==> src/rtl/tmp_pkg.sv <==
`timescale 1ns / 1ps
// Shared types, codes and constants of the trapezoidal motion profile evaluator.
package tmp_pkg;

  localparam int TICK_W     = 32;
  localparam int OP_W       = 16;
  localparam int PH_W       = 3;
  localparam int CFG_IDX_W  = 2;
  localparam int CFG_DATA_W = 32;

  localparam logic [TICK_W-1:0] OFFSET_MS = 32'd20;

  localparam logic [TICK_W-1:0] START_TICK_RST = 32'd0;
  localparam logic [OP_W-1:0]   ACCEL_TIME_RST = 16'd1000;
  localparam logic [OP_W-1:0]   TOTAL_TIME_RST = 16'd4000;
  localparam logic [OP_W-1:0]   TOP_SPEED_RST  = 16'd6554;

  localparam int DIV_STEP_DEFAULT = 4;

  typedef enum logic [CFG_IDX_W-1:0] {
    REG_START_TICK = 2'd0,
    REG_ACCEL_TIME = 2'd1,
    REG_TOTAL_TIME = 2'd2,
    REG_TOP_SPEED  = 2'd3
  } reg_idx_t;

  typedef enum logic [PH_W-1:0] {
    PH_WAIT   = 3'd0,
    PH_ACCEL  = 3'd1,
    PH_CRUISE = 3'd2,
    PH_DECEL  = 3'd3,
    PH_DONE   = 3'd4,
    PH_BAD    = 3'd5
  } phase_t;

  typedef struct packed {
    logic [OP_W-1:0] rem;
    logic [OP_W-1:0] num;
    logic [OP_W-1:0] quo;
  } div_t;

  typedef struct packed {
    logic [TICK_W-1:0] elapsed;
    phase_t            phase;
    logic [OP_W-1:0]   x;
    logic [OP_W:0]     y;
    logic [TICK_W-1:0] base;
    div_t              dv;
    logic [OP_W-1:0]   q1;
    logic [TICK_W-1:0] xq1;
    logic [TICK_W-1:0] n;
    logic              up;
    logic [OP_W-1:0]   speed;
    logic [TICK_W-1:0] distance;
  } pipe_t;

endpackage

==> src/rtl/tmp_div_stage.sv <==
`timescale 1ns / 1ps
// Restoring division slice: STEPS quotient bits of a 32 by 16 bit division.
module tmp_div_stage #(
  parameter int STEPS = tmp_pkg::DIV_STEP_DEFAULT
) (
  input  tmp_pkg::div_t                d_in,
  input  logic [tmp_pkg::OP_W-1:0]     divisor,
  output tmp_pkg::div_t                d_out
);

  always_comb begin : div_steps
    tmp_pkg::div_t           d;
    logic [tmp_pkg::OP_W:0]  t;
    logic [tmp_pkg::OP_W:0]  diff;
    logic                    ge;
    d = d_in;
    for (int i = 0; i < STEPS; i++) begin
      t     = {d.rem, d.num[tmp_pkg::OP_W-1]};
      d.num = {d.num[tmp_pkg::OP_W-2:0], 1'b0};
      diff  = t - {1'b0, divisor};
      ge    = (t >= {1'b0, divisor});
      if (ge) begin
        d.rem = diff[tmp_pkg::OP_W-1:0];
      end else begin
        d.rem = t[tmp_pkg::OP_W-1:0];
      end
      d.quo = {d.quo[tmp_pkg::OP_W-2:0], ge};
    end
    d_out = d;
  end

endmodule

==> config.mk <==
export PLATFORM = sky130hd
export DESIGN_NAME = tmp_div_stage
export DESIGN_NICKNAME = d
export VERILOG_FILES = /design/src/rtl/tmp_pkg.sv /design/src/rtl/tmp_div_stage.sv
export SDC_FILE = /design/constraint.sdc
export NUM_CORES = 1
export LEC_CHECK = 0
export BUFFER_PORTS_ARGS = -buffer_cell sky130_fd_sc_hd__buf_2
export CAP_MARGIN = 10
export CORE_MARGIN = 2
export CORE_UTILIZATION = 50
export DETAILED_ROUTE_END_ITERATION = 10
export PLACE_DENSITY = 0.88
export SETUP_SLACK_MARGIN = 0.15
export SLEW_MARGIN = 30
export SYNTH_ARGS = -nofsm -noshare
export SYNTH_HDL_FRONTEND = slang
export SYNTH_SLANG_ARGS = --single-unit
==> constraint.sdc <==
create_clock -name vclk -period 20.6
set_clock_uncertainty 0.05 [all_clocks]
set_input_delay 5.15 -clock vclk [all_inputs]
set_output_delay 5.15 -clock vclk [all_outputs]
set_load 0.05 [all_outputs]
# == Yosys cells after proc, flatten, opt, wreduce, memory -nomap -nowiden ==
# Cells that the tools add are included.
# W data, S select, Z words.
# totals
ramBits,0
mem_count,0
ff_bits,0
mem_bits_ro,0
latchBits,0
output_inout_bits,48
wordCells,12
# classes
shifts,0
n_reduce_logical,0
div,0
n_addsub,4
eq_ne,0
bitwise,0
mul,0
order_cmp,4
n_mux,4
# ops
operator,n
$ge A17 B16 Y1,4
$mux W16,4
$sub A16 B16 Y16,4

# == Depth between registers and ports, before layout ==
# depth
word_depth,8
depth_mapped,47
depth_no_buf,44

# == Worst setup path after synthesis ==
# OpenSTA, ideal clock, no wires.
# synth_timing
path_type,input -> output
startpoint,in divisor[1] in the netlist's numbering
endpoint,out d_out[32] in the netlist's numbering
path_buffers,3
t_arrival_ns,16.016
slack_ns,-0.616
path_stages,47
cell_sequence,inv_1 ha_1 nor2b_1 o31a_1 o31ai_4 nand4_2 a31oi_4 inv_2 mux2_2 inv_1 ha_1 nor2b_1 o31ai_1 a211oi_1 nor3_1 o21a_1 o21ai_0 a221oi_2 (+11 left out) a21o_1 a221o_1 a31oi_4 buf_2 mux2i_1 ha_1 nor2b_1 o211ai_1 a21oi_1 o221a_2 o21a_1 o21ai_0 o2bb2ai_1 o21ai_0 a2111oi_4 mux2i_4 buf_6 mux2i_1
# synth_lines
item,line,source
from (decl),tmp_div_stage.sv:7,"input logic [tmp_pkg::OP_W-1:0] divisor,"
to (decl),tmp_div_stage.sv:8,output tmp_pkg::div_t d_out

==> run summary <==
The cell area after synthesis came out at around 3800 um^2. Leaving out fill and tap cells, the most frequent cells in the layout are ha_1, nand2_1, inv_1, buf_2. In this run the core area contains 31 standard-cell rows. The half-perimeter wire length of the detailed placement result is 8400 um. The final cell count without fillers came out at 666. Buffers inserted to repair hold after CTS numbered 0. The placer congestion estimate is between 0.9 and 1.

The routed design has approximately 11000 um of wire. The total core area came out at roughly 7300 um^2. Once placement finished, the instance area stood at ~4100 um^2. During synthesis, Yosys emitted a total of 0 warnings. The register cell area after layout is 0 um^2.

The overall die height came out at ~90 um. The number of instances in the placed design is 648. The peak per-stage delay on the critical path is 0.39 ns.

Fill cells in the final layout number around 630. The data required time at the worst endpoint is around 15 ns. Data on the critical path arrives at its endpoint at 15.03 ns. For this run, the total global-route usage over all layers was measured as 23.0%.

Of the post-synthesis cell area, the dominant cell type holds about a fifth. The top achievable clock speed is slightly below 50 MHz. The tool flagged a number of max-cap violations equal to 0. The total count of hold-check failures in the final report came out at 0. The starting density of the core came out at between 50% and 60%. The detailed router placed a little under 4000 vias in this run.

The fraction of the cycle the final worst path needs came out at between 90% and 100%. The first detailed-routing pass took 5 iterations. The critical path is of the in -> out type. At the pin with the least slew margin, the transition time is roughly 0.68 ns. 0 antenna diodes ended up in the layout.

The share of cells above drive strength 1 came out at 28.4%. The die footprint came out at approximately 8400 um^2. The number of remaining DRC errors is 0.

The biggest area contributor in the post-synthesis netlist is ha_1. The residual antenna-violating net count after detailed routing is 0. The violation count after the first detailed-route iteration is about 220. The flow ran to the end, and the final reports show no timing, DRC or antenna violations. After the last flow step, the layout net total stands at 701. The number of antenna violations at the first check in global routing is 0. Prior to clock tree synthesis, the placed netlist has a worst setup slack of -0.108 ns. The time the final worst path needs with I/O delays and setup is approximately 20 ns.

The number of cells produced by synthesis is around 500. The count of clock-net buffers in the final layout is 0. The maximum number of pins on one net before global-route repair came out at 17. The most common library cell in the layout ignoring fill and taps is ha_1. Tracing the worst setup path back leads to its startpoint at divisor[1]. Setup slack closes at about 0.37 ns. The count of boundary I/O pins came out at between 100 and 150. In the routed layout, each cell is associated on average with a via count of roughly 6. The residual overflow from global routing came out at 0. Once layout is done, the placed cells without fillers occupy between 4000 and 5000 um^2. The area growth from synthesis to layout is 19.7%. The number of sequential cells in the layout came out at 0. The max-slew violation total from the final report came out at 0. In the final routed layout, each cell accounts on average for about 16 um. The width of the die is roughly 92 um. The total area of multi-input combinational cells is 3640 um^2. The worst setup path is captured at an output port. Averaged over all synthesized cells, the footprint is between 7 and 8 um^2.

The count of distinct cell types in the synthesized netlist is 60. The port buffer count is 56. Sorting the synthesized cells by area gives the leading types as ha_1, xnor2_1, buf_4, mux2_2, xor2_1. The total of endpoints with negative setup slack in the final report is 0. The largest individual stage delay along the critical path comes from the cell ha_1. The number of global-route vias before repair is ~3700.

Headroom to the max-slew limit came out at between 50 and 60%. STA classifies the critical path startpoint as a primary input. The maximum fanout along the worst path came out at 8.

Sequential elements use 0% of the synthesized area. In this run the most critical hold path is launched from d_in[19]. The wire length of the first global-routing pass came out at ~16000 um. In this run the worst hold path is classified as in -> out.

The final sum of negative setup slack is 0 ns.
==> synthesized netlist by cell type (5+ instances only) <==
library cell and n:
a211oi_1 5, a21o_1 18, a21oi_1 34, buf_4 29, ha_1 64, inv_1 44
mux2_2 19, mux2_4 8, mux2i_1 6, nand2_1 43, nand3_1 13, nand4_1 10
nor2_1 31, nor2b_1 6, nor3_1 8, o21a_1 8, o21ai_0 33, o21bai_1 10
or3_1 6, xnor2_1 29, xor2_1 20
==> logic make-up after synthesis <==
family          share of synthesized area (%)
mux                                      10.9
fa+ha+maj                                23.0
compound gates                           26.9
simple gates                             17.1
xor+xnor                                 11.2
other cells                            0.0978
buf+inv                                  11.0
==> per-layer routing <==
layer | vias to the layer above | track usage (%) | wire length (um) | part of all wire, %
met2 | 164 | 43.0 | 5450 | 51
met1 | 1800 | 28.8 | 4460 | 42
met3 | 28 | 1.08 | 547 | 5.1
li1 | 1946 | - | - | -
met4 | 0 | 4.92 | 229 | 2.1
met5 | - | 0 | 0 | 0
==> final cells by class <==
class | instances | share of cell area (%)
Timing Repair Buffer | 88 | 14.2
Tap cell | 99 | 2.70
Multi-Input combinational cell | 434 | 79.3
Inverter | 45 | 3.82
==> what timing repair did <==
| item | in CTS | in global routing |
|---|---|---|
| gates cloned | 0 | 1 |
| setup endpoints to repair | 17 | 17 |
| pin swaps | 1 | 26 |
| setup buffers | 3 | 14 |
| gates resized for setup | 4 | 74 |
==> through the flow <==
step / hold slack (ns) / util, %
detailed placement: 10.25 / 56.6
global route: 10.25 / 62.6
global placement: 10.25 / 56.6
finish: 10.25 / 62.6
floorplan: 10.42 / -
CTS: 10.25 / 57.3
==> worst paths after layout <==
kind | to | slack, ns | cells after the start
max | d_out[36] | 0.37 | 49
min | d_out[23] | 10.25 | 0
==> worst max-delay path: cells and delay by family <==
family,cells,cell delay [ns]
mux,4,1.09
fa+ha+maj,4,1.07
buf+inv,9,1.19
simple gates,7,0.89
compound gates,25,5.63
Power is left out: the tool's default activity adds up to more than one toggle a clock period on the data nets, which glitch-free logic cannot reach.
